### config.mk
export PLATFORM = sky130hd
export DESIGN_NAME = byte_stuffing_deframer
export DESIGN_NICKNAME = d
export VERILOG_FILES = /design/src/bsd_pkg.sv /design/src/byte_stuffing_deframer.sv
export SDC_FILE = /design/constraint.sdc
export NUM_CORES = 1
export LEC_CHECK = 0
export ABC_AREA = 1
export BUFFER_PORTS_ARGS = -buffer_cell sky130_fd_sc_hd__buf_2
export CORE_MARGIN = 2
export CORE_UTILIZATION = 60
export DETAILED_ROUTE_END_ITERATION = 8
export PLACE_DENSITY = 0.85
export SETUP_SLACK_MARGIN = 0.1
export SLEW_MARGIN = 0
export SYNTH_ARGS = -nofsm -noshare
export SYNTH_HDL_FRONTEND = slang
export SYNTH_SLANG_ARGS = --single-unit
export TNS_END_PERCENT = 5
### constraint.sdc
create_clock -name i_clk -period 10 [get_ports i_clk]
set_input_delay 2 -clock i_clk [delete_from_list [all_inputs] [get_ports i_clk]]
set_output_delay 2 -clock i_clk [all_outputs]
set_load 0.03 [all_outputs]
### src/bsd_pkg.sv
package bsd_pkg;

    localparam int unsigned MAX_FRAME_LENGTH_DEF = 4096;

    localparam logic [7:0] HEADER_BYTE_RST = 8'd126;
    localparam logic [7:0] ESCAPE_BYTE_RST = 8'd125;
    localparam logic [3:0] HEADER_RUN_RST  = 4'd2;
    localparam logic [3:0] FLAG_RUN_MAX    = 4'd15;

    typedef enum logic [1:0] {
        MODE_IDLE   = 2'd0,
        MODE_HEADER = 2'd1,
        MODE_DATA   = 2'd2,
        MODE_ESCAPE = 2'd3
    } t_rx_mode;

    typedef enum logic [1:0] {
        KIND_NONE    = 2'd0,
        KIND_PAYLOAD = 2'd1,
        KIND_END     = 2'd2
    } t_kind;

    typedef enum logic [1:0] {
        CFG_HEADER_BYTE = 2'd0,
        CFG_ESCAPE_BYTE = 2'd1,
        CFG_HEADER_RUN  = 2'd2
    } t_cfg_reg;

    typedef struct packed {
        t_kind       kind;
        logic [7:0]  data_byte;
        logic [11:0] byte_index;
        logic [12:0] frame_length;
        logic        overflow;
        t_rx_mode    rx_state;
    } t_result;

endpackage

### src/byte_stuffing_deframer.sv
// Byte-stuffing deframer: one raw link byte per input word, one result word per byte. A byte is
// taken in every cycle unless o_in_stall is high. The output side holds two words: each result
// goes to the output register, or to a skid register if that is held, so i_out_stall only reaches
// o_in_stall once both are full. Frames open after header_run flag bytes and a non-flag byte, and
// close after header_run flags in a row; the escape byte makes the next byte literal. Payload past
// MAX_FRAME_LENGTH bytes is dropped and flagged as overflow. Users must write configuration
// registers through the cfg port (always ready) only while no bytes are in flight; not enforced.
module byte_stuffing_deframer
    import bsd_pkg::*;
#(
    parameter int unsigned MAX_FRAME_LENGTH = MAX_FRAME_LENGTH_DEF
) (
    input  logic        i_clk,
    input  logic        i_rst_n,
    input  logic        i_in_valid,
    output logic        o_in_stall,
    input  logic [7:0]  i_rx_byte,
    output logic        o_out_valid,
    input  logic        i_out_stall,
    output logic [1:0]  o_kind,
    output logic [7:0]  o_data_byte,
    output logic [11:0] o_byte_index,
    output logic [12:0] o_frame_length,
    output logic        o_overflow,
    output logic [1:0]  o_rx_state,
    input  logic        i_cfg_valid,
    output logic        o_cfg_ready,
    input  logic [1:0]  i_cfg_index,
    input  logic [7:0]  i_cfg_data
);

    localparam int unsigned CNT_W = $clog2(MAX_FRAME_LENGTH + 1);
    localparam logic [CNT_W-1:0] CNT_MAX = CNT_W'(MAX_FRAME_LENGTH);

    logic [7:0]       r_header_byte;
    logic [7:0]       r_escape_byte;
    logic [3:0]       r_header_run;

    t_rx_mode         r_mode, n_mode;
    logic [CNT_W-1:0] r_count, n_count;
    logic [3:0]       r_flag, n_flag;
    logic             r_ovf, n_ovf;

    t_result          r_out, r_skid, n_res;
    logic             r_out_valid, r_skid_valid;

    logic             w_in_acc, w_out_take;
    logic             w_is_flag, w_is_esc;
    logic [3:0]       w_flag_bump;
    logic             w_take, w_keep, w_close;
    logic [CNT_W-1:0] w_base;
    logic [31:0]      w_base_ext, w_count_ext;

    assign o_cfg_ready = 1'b1;
    assign o_in_stall  = r_skid_valid;
    assign w_in_acc    = i_in_valid && !r_skid_valid;
    assign w_out_take  = r_out_valid && !i_out_stall;

    assign w_is_flag   = (i_rx_byte == r_header_byte);
    assign w_is_esc    = (i_rx_byte == r_escape_byte);
    assign w_flag_bump = (r_flag == FLAG_RUN_MAX) ? r_flag : r_flag + 4'd1;

    // configuration registers
    always_ff @(posedge i_clk) begin
        if (!i_rst_n) begin
            r_header_byte <= HEADER_BYTE_RST;
            r_escape_byte <= ESCAPE_BYTE_RST;
            r_header_run  <= HEADER_RUN_RST;
        end else if (i_cfg_valid) begin
            case (t_cfg_reg'(i_cfg_index))
                CFG_HEADER_BYTE: r_header_byte <= i_cfg_data;
                CFG_ESCAPE_BYTE: r_escape_byte <= i_cfg_data;
                CFG_HEADER_RUN:  r_header_run  <= i_cfg_data[3:0];
                default: ;
            endcase
        end
    end

    // next state
    always_comb begin
        n_mode  = r_mode;
        n_flag  = r_flag;
        n_count = r_count;
        n_ovf   = r_ovf;
        w_take  = 1'b0;
        w_close = 1'b0;
        case (r_mode)
            MODE_IDLE: begin
                if (w_is_flag) begin
                    n_flag = w_flag_bump;
                    n_mode = MODE_HEADER;
                end
            end
            MODE_HEADER: begin
                if (w_is_flag) begin
                    n_flag = w_flag_bump;
                end else if (r_flag >= r_header_run) begin
                    n_flag  = 4'd0;
                    n_count = '0;
                    n_ovf   = 1'b0;
                    if (w_is_esc) begin
                        n_mode = MODE_ESCAPE;
                    end else begin
                        w_take = 1'b1;
                        n_mode = MODE_DATA;
                    end
                end else begin
                    n_flag = 4'd0;
                end
            end
            MODE_DATA: begin
                if (w_is_flag) begin
                    n_flag = w_flag_bump;
                    if (w_flag_bump >= r_header_run) begin
                        w_close = 1'b1;
                        n_flag  = 4'd0;
                        n_ovf   = 1'b0;
                        n_mode  = MODE_IDLE;
                    end
                end else begin
                    n_flag = 4'd0;
                    if (w_is_esc) begin
                        n_mode = MODE_ESCAPE;
                    end else begin
                        w_take = 1'b1;
                    end
                end
            end
            MODE_ESCAPE: begin
                w_take = 1'b1;
                n_mode = MODE_DATA;
            end
            default: ;
        endcase
        // payload store with frame-full check
        w_base = n_count;
        w_keep = w_take && (w_base < CNT_MAX);
        if (w_keep) begin
            n_count = w_base + CNT_W'(1);
        end else if (w_take) begin
            n_ovf = 1'b1;
        end
    end

    assign w_base_ext  = 32'(w_base);
    assign w_count_ext = 32'(r_count);

    // result word
    always_comb begin
        n_res          = '0;
        n_res.rx_state = n_mode;
        if (w_close) begin
            n_res.kind         = KIND_END;
            n_res.frame_length = w_count_ext[12:0];
            n_res.overflow     = r_ovf;
        end else begin
            if (w_keep) begin
                n_res.kind       = KIND_PAYLOAD;
                n_res.data_byte  = i_rx_byte;
                n_res.byte_index = w_base_ext[11:0];
            end else begin
                n_res.kind = KIND_NONE;
            end
            n_res.overflow = (n_mode == MODE_DATA || n_mode == MODE_ESCAPE) ? n_ovf : 1'b0;
        end
    end

    always_ff @(posedge i_clk) begin
        if (!i_rst_n) begin
            r_mode  <= MODE_IDLE;
            r_count <= '0;
            r_flag  <= 4'd0;
            r_ovf   <= 1'b0;
        end else if (w_in_acc) begin
            r_mode  <= n_mode;
            r_count <= n_count;
            r_flag  <= n_flag;
            r_ovf   <= n_ovf;
        end
    end

    // output register and skid stage
    always_ff @(posedge i_clk) begin
        if (!i_rst_n) begin
            r_out_valid  <= 1'b0;
            r_skid_valid <= 1'b0;
        end else if (r_skid_valid) begin
            if (w_out_take) begin
                r_skid_valid <= 1'b0;
            end
        end else if (w_in_acc) begin
            if (!r_out_valid || w_out_take) begin
                r_out_valid <= 1'b1;
            end else begin
                r_skid_valid <= 1'b1;
            end
        end else if (w_out_take) begin
            r_out_valid <= 1'b0;
        end
    end

    always_ff @(posedge i_clk) begin
        if (r_skid_valid) begin
            if (w_out_take) begin
                r_out <= r_skid;
            end
        end else if (w_in_acc) begin
            if (!r_out_valid || w_out_take) begin
                r_out <= n_res;
            end else begin
                r_skid <= n_res;
            end
        end
    end

    assign o_out_valid    = r_out_valid;
    assign o_kind         = r_out.kind;
    assign o_data_byte    = r_out.data_byte;
    assign o_byte_index   = r_out.byte_index;
    assign o_frame_length = r_out.frame_length;
    assign o_overflow     = r_out.overflow;
    assign o_rx_state     = r_out.rx_state;

endmodule

Word-level counts from Yosys, hierarchy flattened. Index checks and enable logic that the tools add are counted. Widths: inputs -> output; s select.

Input bits: 23. Bits in registers: 118. Word-level logic and storage cells: 113. Output and inout bits: 41.

Mux-type cells: 51. Reduce and logical (&&, ||, !) cells: 21. Equality and inequality tests: 13. Add/subtract/negate cells: 2. Order comparisons: 3. Bitwise gates (word level): 2.

Operators with widths (number): $mux 38 (4); $mux 13 (5); $mux 20 (2); $mux 1 (24); $mux 4 (5); $eq 8x8->1 (2); $mux 2 (7); $add 13x1->13 const B (1); $lt 13x13->1 const B (1); $pmux 4 s3 (1); $reduce_and 3->1 (4); $eq 2x2->1 const B (5); $ge 4x4->1 (2); $pmux 2 s4 (1); $reduce_and 2->1 (3); $reduce_bool 2->1 (3); $add 4x1->4 const B (1); $eq 2x1->1 const B (2); $eq 4x4->1 const B (1); $logic_not 2->1 (2); $ne 2x1->1 const B (2); $logic_and 1x1->1 (3); $logic_not 1->1 (3); $pmux 1 s3 (1); other kinds (5) (7).

Logic depth before layout (Yosys ltp).
Depth in word-level cells: 13. Mapped depth: 20.

Least setup slack after synthesis. OpenSTA, ideal clock, no wires.

Kind: input to register. From: in i_in_valid. To: reg r_out, in the netlist o_byte_index[0] (enable). Path slack: 5432 ps. Arrival time: 4122 ps. Cell stages on the path: 4. Setup time: 446 ps. Cells stage by stage: nand2_1 -> inv_1 -> a21oi_1 -> a21oi_1.

Word-level cells in the longest chain between the ends: 3.

RTL lines: start: declaration (line byte_stuffing_deframer.sv:15) `input logic i_in_valid,`; $logic_and 1x1->1 (line byte_stuffing_deframer.sv:56) `assign w_in_acc = i_in_valid && !r_skid_valid;`; $reduce_bool 2->1 (no source line); $reduce_and 3->1 (no source line); end signal: assignment (line byte_stuffing_deframer.sv:205) `r_out <= r_skid;`; end signal: assignment (line byte_stuffing_deframer.sv:209) `r_out <= n_res;`; end: declaration (line byte_stuffing_deframer.sv:44) `t_result r_out, r_skid, n_res;`.

No other way between the ends. A chain may end at the register's enable or synchronous reset.

Final worst setup path.
From: in i_rx_byte[4]. To: reg r_out, in the netlist o_byte_index[11] (data pin).

Word-level cells in the longest chain between the ends: 11. Elaborated cells on any way between the ends: 18. Classes of those cells: order compare (1); eq/ne (2); mux (14); reduce/logical (1).

RTL lines: start: declaration (line byte_stuffing_deframer.sv:17) `input logic [7:0] i_rx_byte,`; parallel branches: the longest is 7 deep, another holds $lt 13x13->1; $mux 20 (*) (line byte_stuffing_deframer.sv:152) `if (w_close) begin`; $mux 38 (*) (line byte_stuffing_deframer.sv:208) `if (!r_out_valid || w_out_take) begin`; $mux 38 (*) (line byte_stuffing_deframer.sv:207) `end else if (w_in_acc) begin`; $mux 38 (*) (line byte_stuffing_deframer.sv:203) `if (r_skid_valid) begin`.

Mark *: on every way between the ends. The select of a mux whose other input is x is not followed.

==> impl_results.md <==
- First drt pass iteration count: 7
- Largest vdd supply drop: ~0.12 mV
- Placed cells: 792
- Ys flop type: edfxtp_1
- Max Slew Vio Count: 0
- Max clock buf depth: 2
- Root buf cell: clkbuf_8
- Drt first-iter violations: around 380
- Largest net degree at the start of global routing: 40
- Insertion delay to the later sink of the worst-skew pair: about 530 ps
- Crit Path Class: in -> reg
- Outcome: completed
- Worst-case hold path end point: r_header_run[1]
- DRC: 0
- Multi-input combinational cell area: 2100 µm²
- Total CTS buffers: 17
- DIE WIDTH: 100.9 µm
- Post-synthesis compound-gate area fraction: 8.685%
- R2R Path Start: r_flag[0]
- Core region area: 9153 µm²
- Leakage: around 0.0029 µW
- Fin crit period: 4097 ps
- Ports: 64
- Setup Skew: 9.475 ps
- GR Overflow Total: 0
- GP Congestion: 0.9364
- R2R Path End: o_byte_index[11]
- DRT Wirelength: 12460 µm
- Final Setup Violations: 0
- CP arrival: 4340 ps
- Floorplan row count: 35
- Max-cap violation count: 0
- Fmax: 244.1 MHz
- Required time worst endpoint: between 10000 and 15000 ps
- Vias in the first global route: 4456
- Post-synthesis register bit count: 118
- Count of yosys warnings during synthesis: 0
- Nets: ~740
- Post-DRT Antenna Nets: 0
- Total negative setup slack: 0 ps
- Ant. Diodes: 0
- DP HPWL: 8463 µm
- Worst slew pin tran: about 1200 ps
- Seq pwr share: 43.7%
- Port Buf Inserts: 62
- Reg2reg path depth: 16
- Post-synth ARST share: 0%
- Post-synthesis xor/xnor area fraction: 0.7774%
- Crit end category: flip-flop
- Final Hold Vio Count: 0
- Clock network power share: roughly 46%
- Hold path depth: 2
- Netlist cell types: 40
- H-tree Lvls: 4
- Hold Buf Count CTS: 0
- Hold Path Class: reg -> reg
- Pint: roughly 930 µW
- Vias: about 4.6k
- Sw Ratio: 26.11%
- Post-CTS resize count: 0
- RSZ-0062 raised after global routing: no
- Synthesized Nets: 675
- Net Sw Power: 329.9 µW
- FF-to-FF setup slack: roughly 6600 ps
- Mux contribution to synthesized area: 0.1999%
- Initial antenna violation count: 0
- Routed WL per cell: roughly 15 µm
- Final cell count without fillers: 824
- Die area: 10180 µm²
- Clock-pin slew on the worst setup and hold paths: 60 ps
- Startpoint Class: input pin
- Die H: 100.9 µm
- Post-synth EDFFs: 76
- CTS Sinks: 118
- GR Util All Layers: 26.47%
- Postcts setup bufs: 0
- Global-route wire length before repair: 20900 µm
- Share of layout cells above drive strength 1: approximately 18%
- Count of mapped cells out of synthesis: 636
- Simple-gate area share of the yosys netlist: 23.66%
- Mapped Area: around 5600 µm²
- CTS tree: built
- Filler instances: 629
- Register area share after synthesis: 55.44%
- Initial Util: 61.54%
- Hold Path Origin: r_header_run[1]
- Crit-path max FO: 20
- Adder-cell share of the synthesized area: 3.554%
- Combinational share of power: between 10% and 20%
- Total Power: 1263 µW
- Pwr Density: around 190 nW/µm²
- Average vias per placed instance: 5.557
- Largest family of logic cells by synthesized area: simple AND/OR/NAND/NOR gates
- Reg area: roughly 3100 µm²
- Rel. slew slack: approximately 22%
- Layout area overhead: 16.88%
- Synth Area per Inst: slightly below 9 µm²
- Crit share post-route: 40.97%
==> per-layer routing <==
| layer | vias to the layer above | track usage [%] | share of wire, % | wire, µm |
|---|---|---|---|---|
| li1 | 2210 | - | - | - |
| met3 | 43 | 7.143 | 6.5 | 805 |
| met1 | 2119 | 32.97 | 41 | 5137 |
| met2 | 207 | 44.15 | 49 | 6164 |
| met4 | 0 | 10.19 | 2.8 | 347 |
| met5 | - | 0 | 0 | 0 |
==> how the worst max path moves through the flow <==
stage / to / cells after the start / slack (ps) / start
6_report: o_byte_index[11] / 13 / 5900 / i_rx_byte[4]
2_1_floorplan: o_byte_index[0] / 4 / 5430 / i_in_valid
3_5_place_dp: o_byte_index[11] / 13 / 5420 / i_rx_byte[4]
4_1_cts: o_byte_index[11] / 13 / 5910 / i_rx_byte[4]
3_3_place_gp: o_data_byte[7] / 13 / 5550 / i_rx_byte[5]
5_1_grt: o_data_byte[0] / 13 / 5650 / i_rx_byte[0]
==> synth_stat cells (all sizes together), types with 3 or more instances <==
| cell type | count | area, µm² |
|---|---|---|
| o211ai | 9 | 67.56 |
| a21oi | 28 | 140.1 |
| clkbuf | 11 | 41.29 |
| xnor2 | 3 | 26.28 |
| inv | 85 | 319.1 |
| nor2 | 63 | 270.3 |
| edfxtp | 76 | 2282 |
| nand2 | 191 | 742.0 |
| nand4 | 14 | 102.6 |
| nor3 | 8 | 76.33 |
| nand3 | 21 | 135.1 |
| buf | 8 | 60.05 |
| o21ai | 49 | 245.2 |
| dfxtp | 42 | 840.8 |
| ha | 16 | 200.2 |
==> state kept, by name, summed over array words and instances, names as in the netlist <==
name and flops:
o_byte_index 12, o_data_byte 8, o_frame_length 13, o_in_stall 1
o_kind 2, o_out_valid 1, o_overflow 1, o_rx_state 2
r_count 13, r_escape_byte 8, r_flag 4, r_header_byte 8
r_header_run 4, r_mode 2, r_ovf 1, r_skid 38
==> power by group through the flow <==
stage,combinational (µW),sequential [µW],clock (µW)
final,134,552,577
after floorplan,70.8,585,0
after global placement,124,561,0
after CTS,133,552,577
after detailed placement,132,562,0
after global routing,148,554,601
==> worst max-delay path, cell delays in order <==
cell,delay (ps)
buf_2,120
inv_2,70
nand2_1,50
nand2_1,50
nand2_1,60
nor2_2,160
nand2_4,110
nand3_2,370
nand3_1,330
nand3_4,210
inv_2,50
nand2_1,550
o21ai_0,210
==> stage by stage <==
step | setup slack, ps | utilization, % | cell area (µm²) | hold slack (ps)
3_3_place_gp | 5551 | 65.71 | 6015 | 449.8
6_report | 5903 | 71.93 | 6584 | 464.3
3_5_place_dp | 5421 | 65.71 | 6015 | 456.4
5_1_grt | 5652 | 71.93 | 6584 | 499.9
4_1_cts | 5911 | 71.93 | 6584 | 470.4
2_1_floorplan | 5432 | - | 5633 | 428.9
==> area by class of cell <==
cell class              count  area share, %
flip-flops and latches    118          47.43
multi-input cells         412          31.89
clock buffers              17          6.290
inverters                  87          4.979
repair buffers             64          4.941
clock inverters            15          2.357
well taps                 111          2.109
==> placed cells by master, fill, tap and decap left out, types with 3 or more instances in the layout <==
| cell type | count |
|---|---|
| nor2_2 | 4 |
| o21ai_1 | 13 |
| nand3_1 | 18 |
| xnor2_1 | 3 |
| nand2_4 | 3 |
| clkbuf_16 | 16 |
| clkinvlp_4 | 3 |
| clkinv_2 | 5 |
| inv_1 | 77 |
| o211ai_1 | 9 |
| dfxtp_1 | 42 |
| buf_2 | 62 |
| nand2_1 | 187 |
| a21oi_1 | 27 |
| ha_1 | 16 |
| clkinv_4 | 4 |
| edfxtp_1 | 76 |
| nor3_2 | 5 |
| o21ai_0 | 36 |
| inv_2 | 8 |
| nand4_1 | 13 |
| nor2_1 | 56 |
==> cells by family after synthesis <==
| group | Yosys count |
|---|---|
| AOI/OAI and AO/OA | 91 |
| xor gates and xnor gates | 5 |
| adders and majority gates | 16 |
| buffers and inverters | 106 |
| DFF | 118 |
| muxes | 1 |
| other | 1 |
| and+or+nand+nor | 298 |
Power figures use the tool's default switching activity.
